==> src/rtl/core/midi_message_byte_encoder_defines.svh <==
// Assertion macros shared by the MIDI byte encoder modules.
`ifndef MIDI_MESSAGE_BYTE_ENCODER_DEFINES_SVH
`define MIDI_MESSAGE_BYTE_ENCODER_DEFINES_SVH

// Same-cycle implication, checked out of reset.
`define MMBE_ASSERT_NOW(label, clk, rst_n, ante, cons) \
    label: assert property (@(posedge clk) disable iff (!rst_n) (ante) |-> (cons)) \
        else $error("mmbe assertion failed");

// Next-cycle implication, checked out of reset.
`define MMBE_ASSERT_NEXT(label, clk, rst_n, ante, cons) \
    label: assert property (@(posedge clk) disable iff (!rst_n) (ante) |=> (cons)) \
        else $error("mmbe assertion failed");

`endif

==> src/rtl/core/mmbe_pkg.sv <==
// Package: types, codes and helpers for the MIDI message byte encoder.
package mmbe_pkg;

    localparam logic [7:0] T_SX_START = 8'h70;
    localparam logic [7:0] T_QFRAME   = 8'h71;
    localparam logic [7:0] T_SONGPOS  = 8'h72;
    localparam logic [7:0] T_SONGSEL  = 8'h73;
    localparam logic [7:0] T_TUNE     = 8'h76;
    localparam logic [7:0] T_SX_STOP  = 8'h77;
    localparam logic [7:0] T_RESET    = 8'h7F;
    localparam logic [7:0] T_SX_DATA  = 8'h80;
    localparam logic [7:0] T_BEND     = 8'h60;
    localparam logic [7:0] T_PROGRAM  = 8'h40;
    localparam logic [7:0] T_PRESSURE = 8'h50;
    localparam logic [6:0] TYPE_NONE  = 7'h7F;

    localparam logic [7:0] B_SX_START = 8'hF0;
    localparam logic [7:0] B_QFRAME   = 8'hF1;
    localparam logic [7:0] B_SONGPOS  = 8'hF2;
    localparam logic [7:0] B_SONGSEL  = 8'hF3;
    localparam logic [7:0] B_TUNE     = 8'hF6;
    localparam logic [7:0] B_SX_STOP  = 8'hF7;

    localparam logic [1:0] ERR_NONE    = 2'd0;
    localparam logic [1:0] ERR_TYPE    = 2'd1;
    localparam logic [1:0] ERR_SX_DATA = 2'd2;

    localparam int unsigned MAX_RES = 4;

    typedef struct packed {
        logic [7:0]  msg_type;
        logic [4:0]  channel;
        logic [6:0]  data_a;
        logic [6:0]  data_b;
        logic [13:0] bend_value;
        logic [13:0] song_position;
        logic [7:0]  sysex_data;
        logic [8:0]  sysex_seq;
        logic [14:0] stop_length;
        logic        stop_overflowed;
    } t_item;

    typedef struct packed {
        logic [7:0] out_byte;
        logic       has_byte;
        logic       to_priority;
        logic       warning;
        logic [1:0] error_code;
    } t_rec;

    typedef struct packed {
        t_rec [MAX_RES-1:0] recs;
        logic [1:0]         last_idx;
    } t_list;

    function automatic t_rec mk_byte(input logic [7:0] b, input logic warn);
        t_rec r;
        r = '0;
        r.out_byte = b;
        r.has_byte = 1'b1;
        r.warning  = warn;
        return r;
    endfunction

    function automatic t_rec mk_err(input logic [1:0] code);
        t_rec r;
        r = '0;
        r.error_code = code;
        return r;
    endfunction

endpackage

==> src/rtl/core/midi_message_byte_encoder.sv <==
// A message accepted into the input register has its byte list loaded into the
// result register when that register can take it, and its first byte is shown from there.
// Each message gives one to four result records; the result register sends one
// byte a cycle while i_ready is high, and the input register holds the next message.
// Reset (i_rst_n low, synchronous): idle, no running status, SysEx count
// cleared, realtime_first cleared; no configuration sweep is needed.
module midi_message_byte_encoder (
    input  logic        i_clk,
    input  logic        i_rst_n,
    input  logic        i_valid,
    output logic        o_ready,
    input  logic [7:0]  i_msg_type,
    input  logic [4:0]  i_channel,
    input  logic [6:0]  i_data_a,
    input  logic [6:0]  i_data_b,
    input  logic signed [13:0] i_bend_value,
    input  logic [13:0] i_song_position,
    input  logic [7:0]  i_sysex_data,
    input  logic [8:0]  i_sysex_seq,
    input  logic [14:0] i_stop_length,
    input  logic        i_stop_overflowed,
    input  logic        i_cfg_valid,
    output logic        o_cfg_ready,
    input  logic        i_cfg_data,
    output logic        o_valid,
    input  logic        i_ready,
    output logic [7:0]  o_out_byte,
    output logic        o_has_byte,
    output logic        o_to_priority,
    output logic        o_warning,
    output logic [1:0]  o_error_code,
    output logic        o_last
);

    mmbe_pkg::t_item item;
    mmbe_pkg::t_list list;
    mmbe_pkg::t_rec  rec;
    logic            list_valid;
    logic            list_ready;

    assign item.msg_type        = i_msg_type;
    assign item.channel         = i_channel;
    assign item.data_a          = i_data_a;
    assign item.data_b          = i_data_b;
    assign item.bend_value      = i_bend_value;
    assign item.song_position   = i_song_position;
    assign item.sysex_data      = i_sysex_data;
    assign item.sysex_seq       = i_sysex_seq;
    assign item.stop_length     = i_stop_length;
    assign item.stop_overflowed = i_stop_overflowed;

    assign o_cfg_ready = 1'b1;

    mmbe_encoder u_encoder (
        .i_clk        (i_clk),
        .i_rst_n      (i_rst_n),
        .i_valid      (i_valid),
        .o_ready      (o_ready),
        .i_item       (item),
        .i_cfg_valid  (i_cfg_valid),
        .i_cfg_data   (i_cfg_data),
        .o_list_valid (list_valid),
        .i_list_ready (list_ready),
        .o_list       (list)
    );

    mmbe_serializer u_serializer (
        .i_clk        (i_clk),
        .i_rst_n      (i_rst_n),
        .i_list_valid (list_valid),
        .o_list_ready (list_ready),
        .i_list       (list),
        .o_valid      (o_valid),
        .i_ready      (i_ready),
        .o_rec        (rec),
        .o_last       (o_last)
    );

    assign o_out_byte    = rec.out_byte;
    assign o_has_byte    = rec.has_byte;
    assign o_to_priority = rec.to_priority;
    assign o_warning     = rec.warning;
    assign o_error_code  = rec.error_code;

endmodule

==> src/rtl/core/mmbe_encoder.sv <==
// Input register, running status and SysEx state, and per-message byte list.
`include "midi_message_byte_encoder_defines.svh"

module mmbe_encoder (
    input  logic                 i_clk,
    input  logic                 i_rst_n,
    input  logic                 i_valid,
    output logic                 o_ready,
    input  mmbe_pkg::t_item      i_item,
    input  logic                 i_cfg_valid,
    input  logic                 i_cfg_data,
    output logic                 o_list_valid,
    input  logic                 i_list_ready,
    output mmbe_pkg::t_list      o_list
);

    typedef enum logic [1:0] {
        MODE_IDLE,
        MODE_RUN,
        MODE_SYSEX
    } t_mode;

    t_mode           r_mode, n_mode;
    logic [6:0]      r_rtype, n_rtype;
    logic [4:0]      r_rchan, n_rchan;
    logic [14:0]     r_sx_count, n_sx_count;
    logic            r_sx_over, n_sx_over;
    logic            r_rt_first;
    logic            r_in_valid;
    mmbe_pkg::t_item r_in;

    logic            consume;
    logic [7:0]      t;
    logic [4:0]      ch;
    logic            is_rt;
    logic            is_chan;
    logic            pre;
    mmbe_pkg::t_rec  b0, b1, b2;
    logic [1:0]      body_last;
    logic [7:0]      cd0, cd1;
    logic            cd_two;
    logic [3:0]      nib;

    assign consume      = r_in_valid && i_list_ready;
    assign o_ready      = !r_in_valid || i_list_ready;
    assign o_list_valid = r_in_valid;

    always_ff @(posedge i_clk) begin
        if (!i_rst_n) begin
            r_in_valid <= 1'b0;
            r_rt_first <= 1'b0;
            r_mode     <= MODE_IDLE;
            r_rtype    <= mmbe_pkg::TYPE_NONE;
            r_rchan    <= '0;
            r_sx_count <= '0;
            r_sx_over  <= 1'b0;
        end else begin
            if (i_cfg_valid) begin
                r_rt_first <= i_cfg_data;
            end
            if (o_ready) begin
                r_in_valid <= i_valid;
            end
            if (consume) begin
                r_mode     <= n_mode;
                r_rtype    <= n_rtype;
                r_rchan    <= n_rchan;
                r_sx_count <= n_sx_count;
                r_sx_over  <= n_sx_over;
            end
        end
    end

    always_ff @(posedge i_clk) begin
        if (o_ready && i_valid) begin
            r_in <= i_item;
        end
    end

    // data bytes of a channel message
    always_comb begin
        cd0    = {1'b0, r_in.data_a};
        cd1    = {1'b0, r_in.data_b};
        cd_two = 1'b1;
        if (r_in.msg_type == mmbe_pkg::T_BEND) begin
            cd0 = {1'b0, r_in.bend_value[6:0]};
            cd1 = {1'b0, ~r_in.bend_value[13], r_in.bend_value[12:7]};
        end else if (r_in.msg_type == mmbe_pkg::T_PROGRAM ||
                     r_in.msg_type == mmbe_pkg::T_PRESSURE) begin
            cd_two = 1'b0;
        end
    end

    always_comb begin
        t          = r_in.msg_type;
        ch         = r_in.channel;
        nib        = ch[3:0] - 4'd1;
        is_rt      = (t == 8'h78) || (t == 8'h7A) || (t == 8'h7B) || (t == 8'h7C) ||
                     (t == 8'h7E) || (t == mmbe_pkg::T_RESET);
        is_chan    = (t[7] == 1'b0) && (t[6:4] != 3'd7) && (t[3:0] == 4'd0);
        n_mode     = r_mode;
        n_rtype    = r_rtype;
        n_rchan    = r_rchan;
        n_sx_count = r_sx_count;
        n_sx_over  = r_sx_over;
        pre        = 1'b0;
        b0         = '0;
        b1         = '0;
        b2         = '0;
        body_last  = 2'd0;

        if (is_rt) begin
            b0             = mmbe_pkg::mk_byte({1'b1, t[6:0]}, 1'b0);
            b0.to_priority = r_rt_first;
            if (t == mmbe_pkg::T_RESET) begin
                n_mode     = MODE_IDLE;
                n_rtype    = mmbe_pkg::TYPE_NONE;
                n_rchan    = '0;
                n_sx_count = '0;
                n_sx_over  = 1'b0;
            end
        end else if (r_mode == MODE_SYSEX && t == mmbe_pkg::T_SX_DATA) begin
            b0 = mmbe_pkg::mk_byte({1'b0, r_in.sysex_data[6:0]},
                                   r_in.sysex_seq != r_sx_count[8:0]);
            n_sx_count = r_sx_count + 15'd1;
            if (r_sx_count == 15'h7FFF) begin
                n_sx_over = 1'b1;
            end
        end else if (r_mode == MODE_SYSEX && t == mmbe_pkg::T_SX_STOP) begin
            b0 = mmbe_pkg::mk_byte(mmbe_pkg::B_SX_STOP,
                                   (r_in.stop_length != r_sx_count) ||
                                   (r_in.stop_overflowed != r_sx_over));
            n_sx_count = '0;
            n_sx_over  = 1'b0;
            n_mode     = MODE_IDLE;
        end else begin
            // SysEx interrupted: close it first
            pre = (r_mode == MODE_SYSEX);
            if (pre) begin
                n_sx_count = '0;
                n_sx_over  = 1'b0;
            end
            if (r_mode == MODE_RUN && t == {1'b0, r_rtype} && ch == r_rchan) begin
                b0        = mmbe_pkg::mk_byte(cd0, 1'b0);
                b1        = mmbe_pkg::mk_byte(cd1, 1'b0);
                body_last = {1'b0, cd_two};
            end else begin
                n_rtype = mmbe_pkg::TYPE_NONE;
                n_rchan = '0;
                n_mode  = MODE_IDLE;
                if (is_chan) begin
                    b0        = mmbe_pkg::mk_byte({1'b1, t[6:4], nib}, 1'b0);
                    b1        = mmbe_pkg::mk_byte(cd0, 1'b0);
                    b2        = mmbe_pkg::mk_byte(cd1, 1'b0);
                    body_last = cd_two ? 2'd2 : 2'd1;
                    n_rtype   = t[6:0];
                    n_rchan   = ch;
                    n_mode    = MODE_RUN;
                end else if (t == mmbe_pkg::T_SX_START) begin
                    b0         = mmbe_pkg::mk_byte(mmbe_pkg::B_SX_START, 1'b0);
                    n_sx_count = '0;
                    n_sx_over  = 1'b0;
                    n_mode     = MODE_SYSEX;
                end else if (t == mmbe_pkg::T_SX_STOP) begin
                    b0 = mmbe_pkg::mk_err(mmbe_pkg::ERR_NONE);
                end else if (t == mmbe_pkg::T_QFRAME) begin
                    b0        = mmbe_pkg::mk_byte(mmbe_pkg::B_QFRAME, 1'b0);
                    b1        = mmbe_pkg::mk_byte({r_in.data_a[3:0], r_in.data_b[3:0]}, 1'b0);
                    body_last = 2'd1;
                end else if (t == mmbe_pkg::T_SONGPOS) begin
                    b0        = mmbe_pkg::mk_byte(mmbe_pkg::B_SONGPOS, 1'b0);
                    b1        = mmbe_pkg::mk_byte({1'b0, r_in.song_position[6:0]}, 1'b0);
                    b2        = mmbe_pkg::mk_byte({1'b0, r_in.song_position[13:7]}, 1'b0);
                    body_last = 2'd2;
                end else if (t == mmbe_pkg::T_SONGSEL) begin
                    b0        = mmbe_pkg::mk_byte(mmbe_pkg::B_SONGSEL, 1'b0);
                    b1        = mmbe_pkg::mk_byte({1'b0, r_in.data_a}, 1'b0);
                    body_last = 2'd1;
                end else if (t == mmbe_pkg::T_TUNE) begin
                    b0 = mmbe_pkg::mk_byte(mmbe_pkg::B_TUNE, 1'b0);
                end else if (t == mmbe_pkg::T_SX_DATA) begin
                    b0 = mmbe_pkg::mk_err(mmbe_pkg::ERR_SX_DATA);
                end else begin
                    b0 = mmbe_pkg::mk_err(mmbe_pkg::ERR_TYPE);
                end
            end
        end

        o_list.recs[0]  = pre ? mmbe_pkg::mk_byte(mmbe_pkg::B_SX_STOP, 1'b1) : b0;
        o_list.recs[1]  = pre ? b0 : b1;
        o_list.recs[2]  = pre ? b1 : b2;
        o_list.recs[3]  = b2;
        o_list.last_idx = body_last + {1'b0, pre};
    end

    `MMBE_ASSERT_NOW(a_rtype_none, i_clk, i_rst_n, r_mode != MODE_RUN, r_rtype == mmbe_pkg::TYPE_NONE)
    `MMBE_ASSERT_NOW(a_rtype_chan, i_clk, i_rst_n, r_mode == MODE_RUN, (r_rtype[3:0] == 4'd0) && (r_rtype[6:4] != 3'd7))
    `MMBE_ASSERT_NOW(a_count_sysex, i_clk, i_rst_n, (r_sx_count != '0) || r_sx_over, r_mode == MODE_SYSEX)

endmodule

==> src/rtl/core/mmbe_serializer.sv <==
// Result register: holds one message's byte list and sends it a byte per cycle while i_ready is high.
`include "midi_message_byte_encoder_defines.svh"

module mmbe_serializer (
    input  logic            i_clk,
    input  logic            i_rst_n,
    input  logic            i_list_valid,
    output logic            o_list_ready,
    input  mmbe_pkg::t_list i_list,
    output logic            o_valid,
    input  logic            i_ready,
    output mmbe_pkg::t_rec  o_rec,
    output logic            o_last
);

    logic                                r_busy;
    logic [1:0]                          r_idx;
    logic [1:0]                          r_last_idx;
    mmbe_pkg::t_rec [mmbe_pkg::MAX_RES-1:0] r_recs;
    logic                                pop;

    assign o_valid      = r_busy;
    assign o_rec        = r_recs[r_idx];
    assign o_last       = (r_idx == r_last_idx);
    assign pop          = r_busy && i_ready;
    assign o_list_ready = !r_busy || (pop && o_last);

    always_ff @(posedge i_clk) begin
        if (!i_rst_n) begin
            r_busy <= 1'b0;
            r_idx  <= '0;
        end else if (i_list_valid && o_list_ready) begin
            r_busy <= 1'b1;
            r_idx  <= '0;
        end else if (pop) begin
            if (o_last) begin
                r_busy <= 1'b0;
            end
            r_idx <= r_idx + 2'd1;
        end
    end

    always_ff @(posedge i_clk) begin
        if (i_list_valid && o_list_ready) begin
            r_recs     <= i_list.recs;
            r_last_idx <= i_list.last_idx;
        end
    end

    `MMBE_ASSERT_NEXT(a_stay_busy, i_clk, i_rst_n, r_busy && !o_last, r_busy)
    `MMBE_ASSERT_NOW(a_idx_range, i_clk, i_rst_n, r_busy, r_idx <= r_last_idx)
    `MMBE_ASSERT_NOW(a_ready_idle, i_clk, i_rst_n, !r_busy, o_list_ready)

endmodule
==> config.mk <==
export PLATFORM = sky130hd
export DESIGN_NAME = midi_message_byte_encoder
export DESIGN_NICKNAME = d
export VERILOG_FILES = /design/src/rtl/core/mmbe_pkg.sv /design/src/rtl/core/midi_message_byte_encoder.sv /design/src/rtl/core/mmbe_encoder.sv /design/src/rtl/core/mmbe_serializer.sv
export VERILOG_INCLUDE_DIRS = /design/src /design/src/rtl/core
export SDC_FILE = /design/constraint.sdc
export NUM_CORES = 1
export LEC_CHECK = 0
export ABC_AREA = 0
export BUFFER_PORTS_ARGS = -buffer_cell sky130_fd_sc_hd__buf_4
export CAP_MARGIN = 20
export CORE_ASPECT_RATIO = 0.75
export CORE_UTILIZATION = 40
export CTS_BUF_LIST = sky130_fd_sc_hd__clkbuf_4 sky130_fd_sc_hd__clkbuf_8
export DETAILED_ROUTE_END_ITERATION = 8
export RECOVER_POWER = 50
export SYNTH_ARGS = -nofsm -noshare
export SYNTH_HDL_FRONTEND = slang
export SYNTH_SLANG_ARGS = --single-unit
export TNS_END_PERCENT = 5
==> constraint.sdc <==
create_clock -name i_clk -period 7 [get_ports i_clk]
set_input_delay 2.1 -clock i_clk [delete_from_list [all_inputs] [get_ports i_clk]]
set_output_delay 2.1 -clock i_clk [all_outputs]
set_load 0.02 [all_outputs]
**After elaboration in Yosys (flattened, before gate mapping)**

Index checks and enable logic that the tools add are counted.

- Register bits after elaboration: 176
- Output and inout port bits: 17
- Word-level logic and storage cells: 202

- Add/subtract/negate cells: 4
- $lt $le $gt $ge: 1
- Equality and inequality tests: 32
- Mux-type cells: 92
- Bitwise gates (word level): 3
- Reductions and logical operators: 30

Operator list:

| operator | count |
|---|---|
| $mux 13 | 31 |
| $eq 8x7->1 const B | 15 |
| $mux 15 | 8 |
| $mux 7 | 8 |
| $mux 2 | 18 |
| $mux 5 | 6 |
| $bmux 13 s2 | 1 |
| $mux 12 | 2 |
| $mux 1 | 18 |
| $add 15x1->15 const B | 1 |
| $eq 15x15->1 const B | 1 |
| $ne 15x15->1 | 1 |
| $logic_and 1x1->1 | 10 |
| $logic_or 1x1->1 | 9 |
| $ne 9x9->1 | 1 |
| $eq 8x7->1 | 1 |
| $eq 8x8->1 const B | 1 |
| $ne 2x1->1 const B | 3 |
| $eq 5x5->1 | 1 |
| $reduce_and 5->1 | 1 |
| $logic_not 4->1 | 1 |
| $reduce_and 2->1 | 2 |
| $reduce_and 4->1 | 1 |
| $reduce_bool 2->1 | 2 |
| 16 further kinds | 19 |

**Longest topological paths before layout**

Gate-level depths: netlist of the first run.

- Depth in word-level cells: 14
- Depth in mapped cells: 10
- Gate-level depth less buffers: 7

**By module**

Synthesis of the first run repeated with hierarchy kept, for this count alone.

- Cells, all modules: 685
- Area, all modules: 8486.9 um^2

Modules (own cells, without submodules):

| module | instances | cells each | area an instance (um^2) | sequential area each (um^2) |
|---|---|---|---|---|
| mmbe_encoder | 1 | 593 | 6283.5 | 3253.1 |
| mmbe_serializer | 1 | 90 | 2192.1 | 1681.6 |
| midi_message_byte_encoder | 1 | 2 | 11.3 | 0.0 |

**Worst setup path after synthesis of the first run**

OpenSTA, ideal clock, no wires.

- Kind: input port to flip-flop
- From: input port i_ready
- To: register u_encoder.r_in (netlist bit u_encoder.ch[0]), enable pin
- Data arrival time: 6.482 ns
- Path slack: -0.043 ns
- Stages: 2
- Buffers on the path: 0
- Cells stage by stage: a21boi_0 > a21oi_1

- Longest elaborated chain between the ends: 5

Ends and longest elaborated chain:

| item | line | RTL |
|---|---|---|
| start, declared | midi_message_byte_encoder.sv:26 | `input logic i_ready,` |
| $logic_and 1x1->1 | mmbe_serializer.sv:25 | `assign pop = r_busy && i_ready;` |
| $logic_and 1x1->1 | mmbe_serializer.sv:26 | `assign o_list_ready = !r_busy \|\| (pop && o_last);` |
| $logic_or 1x1->1 | mmbe_serializer.sv:26 |  |
| $logic_or 1x1->1 | mmbe_encoder.sv:45 | `assign o_ready = !r_in_valid \|\| i_list_ready;` |
| $logic_and 1x1->1 | mmbe_encoder.sv:75 | `if (o_ready && i_valid) begin` |
| end signal, assigned | mmbe_encoder.sv:76 | `r_in <= i_item;` |
| end, declared | mmbe_encoder.sv:30 | `mmbe_pkg::t_item r_in;` |

Every way passes these cells.
A chain may end at the register's enable or synchronous reset.

**Worst setup path after layout of the first run**

- From: input port i_ready
- To: register u_encoder.r_rtype[0]

- Longest elaborated chain between the ends: 5

Ends and longest elaborated chain:

| item | line | RTL |
|---|---|---|
| $logic_and 1x1->1 | mmbe_serializer.sv:25 |  |
| $logic_and 1x1->1 | mmbe_serializer.sv:26 |  |
| $logic_or 1x1->1 | mmbe_serializer.sv:26 |  |
| $logic_and 1x1->1 | mmbe_encoder.sv:44 | `assign consume = r_in_valid && i_list_ready;` |
| named net u_encoder.consume | mmbe_encoder.sv:32 | `logic consume;` |
| $reduce_and 5->1 (no source line) | - |  |
| end signal, assigned | mmbe_encoder.sv:53 | `r_rtype <= mmbe_pkg::TYPE_NONE;` |
| end signal, assigned | mmbe_encoder.sv:66 | `r_rtype <= n_rtype;` |
| end, declared | mmbe_encoder.sv:24 | `logic [6:0] r_rtype, n_rtype;` |

The timed path passes the listed nets, and every way through them passes these cells.

==> flow_metrics.tcl, run 1 <==
set metrics [dict create \
    drv_cap 2 \
    synth-seq-cells 167 \
    drive_gt1_share_pct 22.2 \
    seq_power_share_pct 57.2 \
    cts_inserted_buffers 17 \
    cts-resized-gates 0 \
    worst_pin_slew_ns 2.75 \
    antenna_found_initial 1 \
    fillers 1803 \
    vias_per_cell 5.42 \
    status "complete, but fails checks" \
    skew_ns 0.0166 \
    numPortBuffers 108 \
    htree_levels 4 \
    layout_common_cells "132 x edfxtp_1, 86 x clkbuf_4, 67 x nand2_1, 43 x nor2_1" \
    period_share_pct 76.4 \
    synth.yosys.seq_area_share_pct 57.7 \
    power_frac_clock_pct 34.6 \
    endpoint_kind "register" \
    setup-violations-final 0 \
    crit_fanout 53 \
    whs_path_depth 2 \
    grt.total_usage_pct 19.3 \
    overflow 0 \
    die_h_um 125 \
    crit_path_start_kind "input pin" \
    core_um2 19600 \
    drcViolationCount 4 \
    grt_pass1_vias 5542 \
    setup_tns_ns 0 \
    leakage_nw 3.49 \
    power_density_nw_per_um2 216 \
    clk_pin_slew_ns 0.09 \
    start_util_pct 41.2 \
    synthDistinctLibCells 71 \
    clock.fmax_ghz 0.187 \
    postCtsSetupRepairBufs 0 \
    layout_commonest_cell "edfxtp_1" \
    die_area_um2 20800 \
    rsz0062_at_grt "no" \
    slew_headroom_pct -83.2 \
    critical_path_class "in -> reg" \
    reg2regPathDepth 8 \
    fp-row-count 44 \
    drt_iter0_markers 566 \
    grt_start_max_net_pins 88 \
    synth_flop_cell "edfxtp_1" \
    die_x_um 166 \
    final_max_slew_viol_count 84 \
    synth_edf_count 132 \
    hold_class "reg -> reg" \
    period_needed_ns 5.35 \
    num_io_pins 111 \
    failed_checks "DRC, capacitance limit, slew limit" \
    synth_area_um2 8080 \
    routedWlPerCell_um 18.5 \
    clock_latency_ns 0.46 \
    grt_first_pass_wirelength_um 30800 \
    gp_congestion 0.844 \
    clockBufferDepth 2 \
    nets 868 \
    vias 5623 \
    cts_hold_buf 0 \
    num_antenna_cells 0 \
    ctsRootBufferMaster "clkbuf_8" \
    final_antenna_net_count 0 \
    synth.avg_cell_area_um2 11.8 \
    dp.final_hpwl_um 13500 \
    vdd.ir_drop.worst_mv 0.184 \
    worstPathArrival_ns 5.62 \
    comb_power_share_pct 8.1 \
    drt-total-wl_um 19200 \
    hold_viol_final 0 \
    ys_warn_count 0 \
    cts_tree "yes" \
    first_pass_iters 7 \
    p_switching_w 0.000493 \
    syn-instance-count 684 \
    area_growth_syn_to_layout_pct 16.2 \
    worst_ep_required_time_ns 7.27 \
    cts.sinks 167 \
    async_flop_share_pct 0 \
    p_int_w 0.00153 \
    total_power_w 0.00203 \
    swShare_pct 24.3 \
]
-- worst paths after layout --
kind	slack [ns]	to	start
hold / removal	0.47	u_encoder.r_rchan[0]	u_encoder.r_rchan[0]
setup / recovery	1.65	u_encoder.r_rtype[0]	i_ready
setup reg to reg	2.24	u_encoder.r_rtype[0]	u_serializer.r_idx[0]
hold reg to reg	0.47	u_encoder.r_rchan[0]	u_encoder.r_rchan[0]
-- synth_stat cells, drive strengths merged (4+ instances only) --
| cell | number | share of area, % |
|---|---|---|
| mux2 | 10 | 1.4 |
| clkbuf | 18 | 0.84 |
| nand4 | 15 | 1.2 |
| mux2i | 34 | 4.2 |
| nor2 | 45 | 2.2 |
| mux4 | 8 | 2.2 |
| o31ai | 9 | 0.90 |
| o22ai | 9 | 0.70 |
| nor3b | 6 | 0.56 |
| nor4 | 12 | 1.1 |
| nor2b | 5 | 0.39 |
| nand3 | 17 | 1.1 |
| xnor2 | 16 | 1.7 |
| a31oi | 7 | 0.54 |
| buf | 30 | 2.3 |
| or3 | 6 | 0.53 |
| o21ai | 36 | 2.2 |
| dfxtp | 35 | 8.7 |
| nand2b | 6 | 0.46 |
| nor3 | 9 | 0.62 |
| inv | 9 | 0.42 |
| nand2 | 67 | 3.1 |
| edfxtp | 132 | 49 |
| and2 | 6 | 0.46 |
| a211oi | 5 | 0.46 |
| a22oi | 8 | 0.74 |
| and3 | 6 | 0.46 |
| or2 | 7 | 0.54 |
| a21o | 6 | 0.56 |
| a21oi | 32 | 2.0 |
| xor2 | 29 | 3.1 |
| o22a | 4 | 0.43 |
-- state kept, by name, summed over array words and instances (netlist names), 5 cells and up --
name and count:
u_serializer.r_recs 43, u_encoder.r_rchan 5, u_encoder.r_in 74, u_encoder.t 8, u_encoder.r_rtype 7, u_encoder.ch 5
u_encoder.r_sx_count 15
-- critical path, stage by stage --
cell and delay (ns):
clkbuf_1 0.14, nand2_1 0.11, o32ai_4 0.21, clkbuf_1 1.97
nand4_1 0.22, a21oi_1 0.26, buf_4 0.26, and2_1 0.23
o21ai_0 0.10
-- kinds of logic after synthesis --
logic type      count (synthesis)  synth area share (%)
mux                            52                  7.88
simple gates                  215                  13.7
other cells                     2                0.0929
fa+ha+maj                       3                 0.464
compound gates                143                  11.7
flops                         167                  57.7
buf+inv                        57                  3.54
xor+xnor                       45                  4.88
-- final cells by class --
| cell class | instances | area (µm²) | area share (%) |
|---|---|---|---|
| repair buffers | 114 | 842 | 8.96 |
| well taps | 253 | 317 | 3.37 |
| clock inverters | 13 | 146 | 1.56 |
| inverters | 9 | 33.8 | 0.360 |
| clock buffers | 19 | 249 | 2.65 |
| flip-flops and latches | 167 | 4660 | 49.7 |
| multi-input cells | 462 | 3140 | 33.4 |
-- layer usage --
metal | vias up | part of all wire (%) | global-route usage [%]
li1 | 2734 | - | -
met1 | 2659 | 49 | 28.7
met2 | 209 | 42 | 27.6
met3 | 19 | 7.3 | 5.25
met4 | 2 | 0.98 | 5.06
met5 | - | 0.063 | 0
-- power groups by stage --
stage	logic [W]	clock network [W]	registers, W
after global routing	0.000181	0.000759	0.00117
after detailed placement	0.000168	0	0.00118
after CTS	0.000169	0.000720	0.00116
after global placement	0.000164	0	0.00118
final	0.000165	0.000702	0.00116
after floorplan	0.000104	0	0.00116
-- metrics by stage --
step / setup WS (ns) / std cells / hold WS (ns) / cell area, µm² / utilization [%]
after floorplan: 1.76 / 686 / 0.441 / 8090 / -
after global placement: 1.94 / 1004 / 0.452 / 9030 / 46.1
after detailed placement: 1.92 / 1004 / 0.463 / 9030 / 46.1
after CTS: 1.92 / 1036 / 0.476 / 9430 / 48.1
after global routing: 1.28 / 1037 / 0.495 / 9390 / 47.9
final: 1.65 / 1037 / 0.474 / 9390 / 47.9
Power figures use the tool's default switching activity.
==> run 2: changes to the inputs <==
- clock period: 7 -> 4.8 ns (I/O delays scaled with it)
==> run 2 against run 1 <==
Setup slack got worse by 0.81 ns; clock-buffer cell count decreased by 2; clock skew fell by 0.00070 ns; routed wire length is 0.69% higher; global-route usage increased by 0.050 points; register-to-register slack lost 1.1 ns; cell count is 0.19% higher; highest routed layer is now met4; non-clock buffer count increased by 2; the flow still finishes with violations (DRC, capacitance limit, slew limit); clock power up 70%; critical path depth decreased by 5; flip-flop and latch count unchanged; combinational power increased by 51%.
==> flow_metrics.tcl, run 2 (synthesis gave the netlist of run 1 again) <==
set metrics [dict create \
    status "complete, but fails checks" \
    failed_checks "DRC, capacitance limit, slew limit" \
    nets 870 \
    power_density_nw_per_um2 329 \
    first_pass_iters 7 \
    die_area_um2 20800 \
    drt_iter0_markers 589 \
    setup_tns_ns 0 \
    cts.sinks 167 \
    period_needed_ns 3.96 \
    gp_congestion 0.846 \
    layout_common_cells "132 x edfxtp_1, 85 x clkbuf_4, 67 x nand2_1, 43 x nor2_1" \
    skew_ns 0.0159 \
    endpoint_kind "register" \
    top_regs "u_encoder.r_in (74), u_serializer.r_recs (43), u_encoder.r_sx_count (15)" \
    drv_cap 2 \
    setup-violations-final 0 \
    clock_latency_ns 0.46 \
    final_max_slew_viol_count 74 \
    critical_path_class "in -> reg" \
    cts_hold_buf 0 \
    crit_path_start_kind "input pin" \
    cp_slowest_cell "a21oi_1" \
    regMostFlops "u_encoder.r_in" \
    die_x_um 166 \
    dp_cells 1007 \
    cts_tree "yes" \
    grt_pass1_vias 5701 \
    post-route-util_pct 48.4 \
    period_share_pct 82.5 \
    hold_viol_final 0 \
    crit_fanout 62 \
    num_antenna_cells 0 \
    routedWlPerCell_um 18.6 \
    reg2reg_from "u_serializer.r_last_idx[1]" \
    final_cell_area_um2 9490 \
    grt_start_max_net_pins 63 \
    vias 5726 \
    final_antenna_net_count 0 \
    num_io_pins 111 \
    grt_first_pass_wirelength_um 31200 \
    layout_setup_ws_ns 0.838 \
    largest_reg_flops 74 \
    cpPeakStageDelay_ns 1.94 \
    postCtsSetupRepairBufs 0 \
    cts-resized-gates 0 \
    ctsRootBufferMaster "clkbuf_8" \
    stdcell_count 1039 \
    antenna_found_initial 0 \
    overflow 0 \
    timing.critical_path.buf_inv 2 \
    dp_slack_ns 1.01 \
    clk_pin_slew_ns 0.08 \
    crit_start "i_ready" \
    numPortBuffers 108 \
    r2r_slack_ns 1.14 \
    die_h_um 125 \
    crit_chain "buf_4, a21boi_0, a21oi_1, buf_12" \
    place_area_um2 9070 \
    hp-start "u_encoder.r_rchan[4]" \
    drcViolationCount 4 \
    clock.fmax_ghz 0.252 \
    worstPathArrival_ns 4.08 \
    core_um2 19600 \
    htree_levels 4 \
    area_growth_syn_to_layout_pct 17.4 \
    fp-row-count 44 \
    worst_ep_required_time_ns 4.91 \
    worst_pin_slew_ns 2.56 \
    layout_commonest_cell "edfxtp_1" \
    grt.total_usage_pct 19.4 \
    start_util_pct 41.2 \
    hold_class "reg -> reg" \
    slew_headroom_pct -70.7 \
    vdd.ir_drop.worst_mv 0.161 \
    clockBufferDepth 2 \
    drt-total-wl_um 19300 \
    dp.final_hpwl_um 13800 \
    leakage_nw 3.55 \
    crit_family "compound AO/OA/AOI/OAI gates" \
    drive_gt1_share_pct 23.3 \
    vias_per_cell 5.51 \
    cts_inserted_buffers 17 \
    rsz0062_at_grt "no" \
]
## run 2: final cells by class
class	count	area [µm²]
clock buffer	17	234
timing repair buffer	116	865
multi-input combinational	462	3140
sequential	167	4660
clock inverter	15	238
inverter	9	33.8
fill	1780	10100
tap	253	317
## run 2: worst reg2reg max path, cell delays in order (launching register included)
cell	delay (ns)
edfxtp_1	0.38
xor2_1	0.19
nor2_1	0.18
a21boi_0	0.17
a21oi_1	1.94
buf_12	0.39
## run 2: path summary, 6_finish.rpt
check	endpoint	cells after the start
hold reg to reg	u_encoder.r_rchan[4]	2
setup / recovery	u_encoder.r_in[28]	4
setup reg to reg	u_encoder.r_in[28]	5
hold / removal	u_encoder.r_rchan[4]	2
## run 2: metrics by stage
step / hold slack, ns / power, W
4_1_cts: 0.476 / 0.00315
2_1_floorplan: 0.441 / 0.00185
3_5_place_dp: 0.464 / 0.00197
3_3_place_gp: 0.453 / 0.00196
5_1_grt: 0.519 / 0.00325
6_report: 0.475 / 0.00312
## run 2: report_power, final
group	leakage, nW	total [W]	internal, W	switching, W
logic	1.75	0.000249	0.000114	0.000135
registers	1.56	0.00168	0.00164	0.0000440
clock network	0.241	0.00119	0.000636	0.000553
## run 2: layer usage
metal / vias to the layer above / track usage [%] / share of wire, %
li1: 2730 / - / -
met1: 2762 / 28.7 / 49
met2: 222 / 27.8 / 43
met3: 12 / 5.63 / 8.1
met4: 0 / 4.34 / 0.63
met5: - / 0 / 0
==> run 3: changes to the inputs <==
- clock period: 4.8 -> 3.4 ns (I/O delays scaled with it)
==> run 3 against run 2 <==
Clock power rose by 22%; register-to-register slack lost 0.70 ns; first-iteration DRC count rose by 9.0%; via count is 2.2% higher; combinational power increased by 44%; flip-flop and latch count stayed put; clock-buffer cell count grew 2; largest power group unchanged; clock skew fell by 0.0016 ns; the run still ends with DRC, capacitance limit, slew limit left; largest cell class unchanged.
==> flow_metrics.tcl, run 3 (synthesis gave the netlist of run 1 again) <==
set metrics [dict create \
    num_io_pins 111 \
    failed_checks "DRC, capacitance limit, slew limit" \
    cts.sinks 167 \
    period_needed_ns 3.11 \
    vdd.ir_drop.worst_mv 0.215 \
    cts_inserted_buffers 17 \
    clock_latency_ns 0.45 \
    grt_pass1_vias 5700 \
    regMostFlops "u_encoder.r_in" \
    final_max_slew_viol_count 63 \
    first_pass_iters 9 \
    grt_start_max_net_pins 63 \
    worst_pin_slew_ns 1.56 \
    worstPathArrival_ns 2.09 \
    crit_top_cell "buf_4" \
    gp_congestion 0.856 \
    total_power_w 0.00419 \
    crit_path_start_kind "register" \
    final_antenna_net_count 0 \
    numPortBuffers 108 \
    ctsRootBufferMaster "clkbuf_8" \
    grt.total_usage_pct 19.1 \
    crit_chain "buf_4, mux4_2, buf_4" \
    slew_headroom_pct -4.28 \
    drcViolationCount 3 \
    status "complete, but fails checks" \
    hold_viol_final 0 \
    dp_cells 1019 \
    vias 5853 \
    post-route-util_pct 48.7 \
    place_area_um2 9170 \
    fp-row-count 44 \
    setup-violations-final 0 \
    clk_pin_slew_ns 0.10 \
    cpPeakStageDelay_ns 0.59 \
    nets 882 \
    grt_first_pass_wirelength_um 30900 \
    cts-resized-gates 0 \
    start_util_pct 41.2 \
    leakage_nw 3.57 \
    cts_hold_buf 0 \
    worst_ep_required_time_ns 2.38 \
    power_density_nw_per_um2 439 \
    die_h_um 125 \
    die_x_um 166 \
    vias_per_cell 5.57 \
    drt-total-wl_um 19400 \
    hold_class "reg -> reg" \
    htree_levels 4 \
    dp.final_hpwl_um 13900 \
    overflow 0 \
    area_growth_syn_to_layout_pct 18.0 \
    routedWlPerCell_um 18.4 \
    die_area_um2 20800 \
    critical_path_class "reg -> out" \
    cp_slowest_cell "dfxtp_1" \
    crit_fanout 11 \
    setup_tns_ns 0 \
    drv_cap 1 \
    endpoint_kind "primary output" \
    layout_commonest_cell "edfxtp_1" \
    antenna_found_initial 0 \
    largest_reg_flops 74 \
    layout_common_cells "132 x edfxtp_1, 88 x clkbuf_4, 67 x nand2_1, 43 x nor2_1" \
    final_cell_area_um2 9540 \
    postCtsSetupRepairBufs 0 \
    cts_tree "yes" \
    clock.fmax_ghz 0.322 \
    drive_gt1_share_pct 24.8 \
    drt_iter0_markers 642 \
    core_um2 19600 \
    skew_ns 0.0144 \
    num_antenna_cells 0 \
    top_regs "u_encoder.r_in (74), u_serializer.r_recs (43), u_encoder.r_sx_count (15)" \
    rsz0062_at_grt "no" \
    period_share_pct 91.4 \
    stdcell_count 1051 \
    clockBufferDepth 2 \
]
==> run 3: changes by cell type in the layout (fill, tap and decap cells not counted), moves of 2 or more <==
cell,previous run,this run
buf_4,25,35
bufinv_16,5,2
clkbuf_1,5,3
clkbuf_2,0,2
clkbuf_4,85,88
clkinvlp_4,0,4
inv_8,3,1
==> run 3: cell type report <==
class | count | area (µm²)
well taps | 253 | 317
clock inverters | 13 | 145
repair buffers | 128 | 957
inverters | 9 | 33.8
fillers | 1735 | 10100
flip-flops and latches | 167 | 4660
clock buffers | 19 | 255
multi-input cells | 462 | 3170
==> run 3: final timing paths <==
| check | end | cells after the start | slack, ns | start |
|---|---|---|---|---|
| max reg2reg | u_encoder.t[3] | 6 | 0.44 | u_serializer.r_idx[0] |
| min | u_encoder.r_rchan[0] | 2 | 0.48 | u_encoder.r_rchan[0] |
| min reg2reg | u_encoder.r_rchan[0] | 2 | 0.48 | u_encoder.r_rchan[0] |
| max | o_out_byte[6] | 3 | 0.29 | u_serializer.r_idx[0] |
==> run 3: routing by layer <==
layer	up-vias	share of wire, %	wire [µm]	GRT usage, %
li1	2761	-	-	-
met1	2816	49	9580	29.3
met2	250	43	8240	27.5
met3	26	7.3	1420	4.40
met4	0	0.71	137	3.85
met5	-	0	0	0
==> run 3: stage by stage <==
step | setup slack, ns | hold WS, ns
floorplan | 0.0751 | 0.441
detailed placement | 0.628 | 0.467
finish | 0.293 | 0.479
global placement | 0.652 | 0.453
CTS | 0.216 | 0.480
global route | 0.111 | 0.499
==> run 3: where the power goes <==
part / total [W] / switching [W] / internal [W]
registers: 0.00238 / 0.0000611 / 0.00232
clock network: 0.00145 / 0.000761 / 0.000691
logic: 0.000359 / 0.000195 / 0.000164
==> run 3: critical path: cells and delay by family (launching register included) <==
kind / cells / cell delay (ns)
multiplexers: 1 / 0.55
flip-flops: 1 / 0.59
buffers and inverters: 2 / 0.49
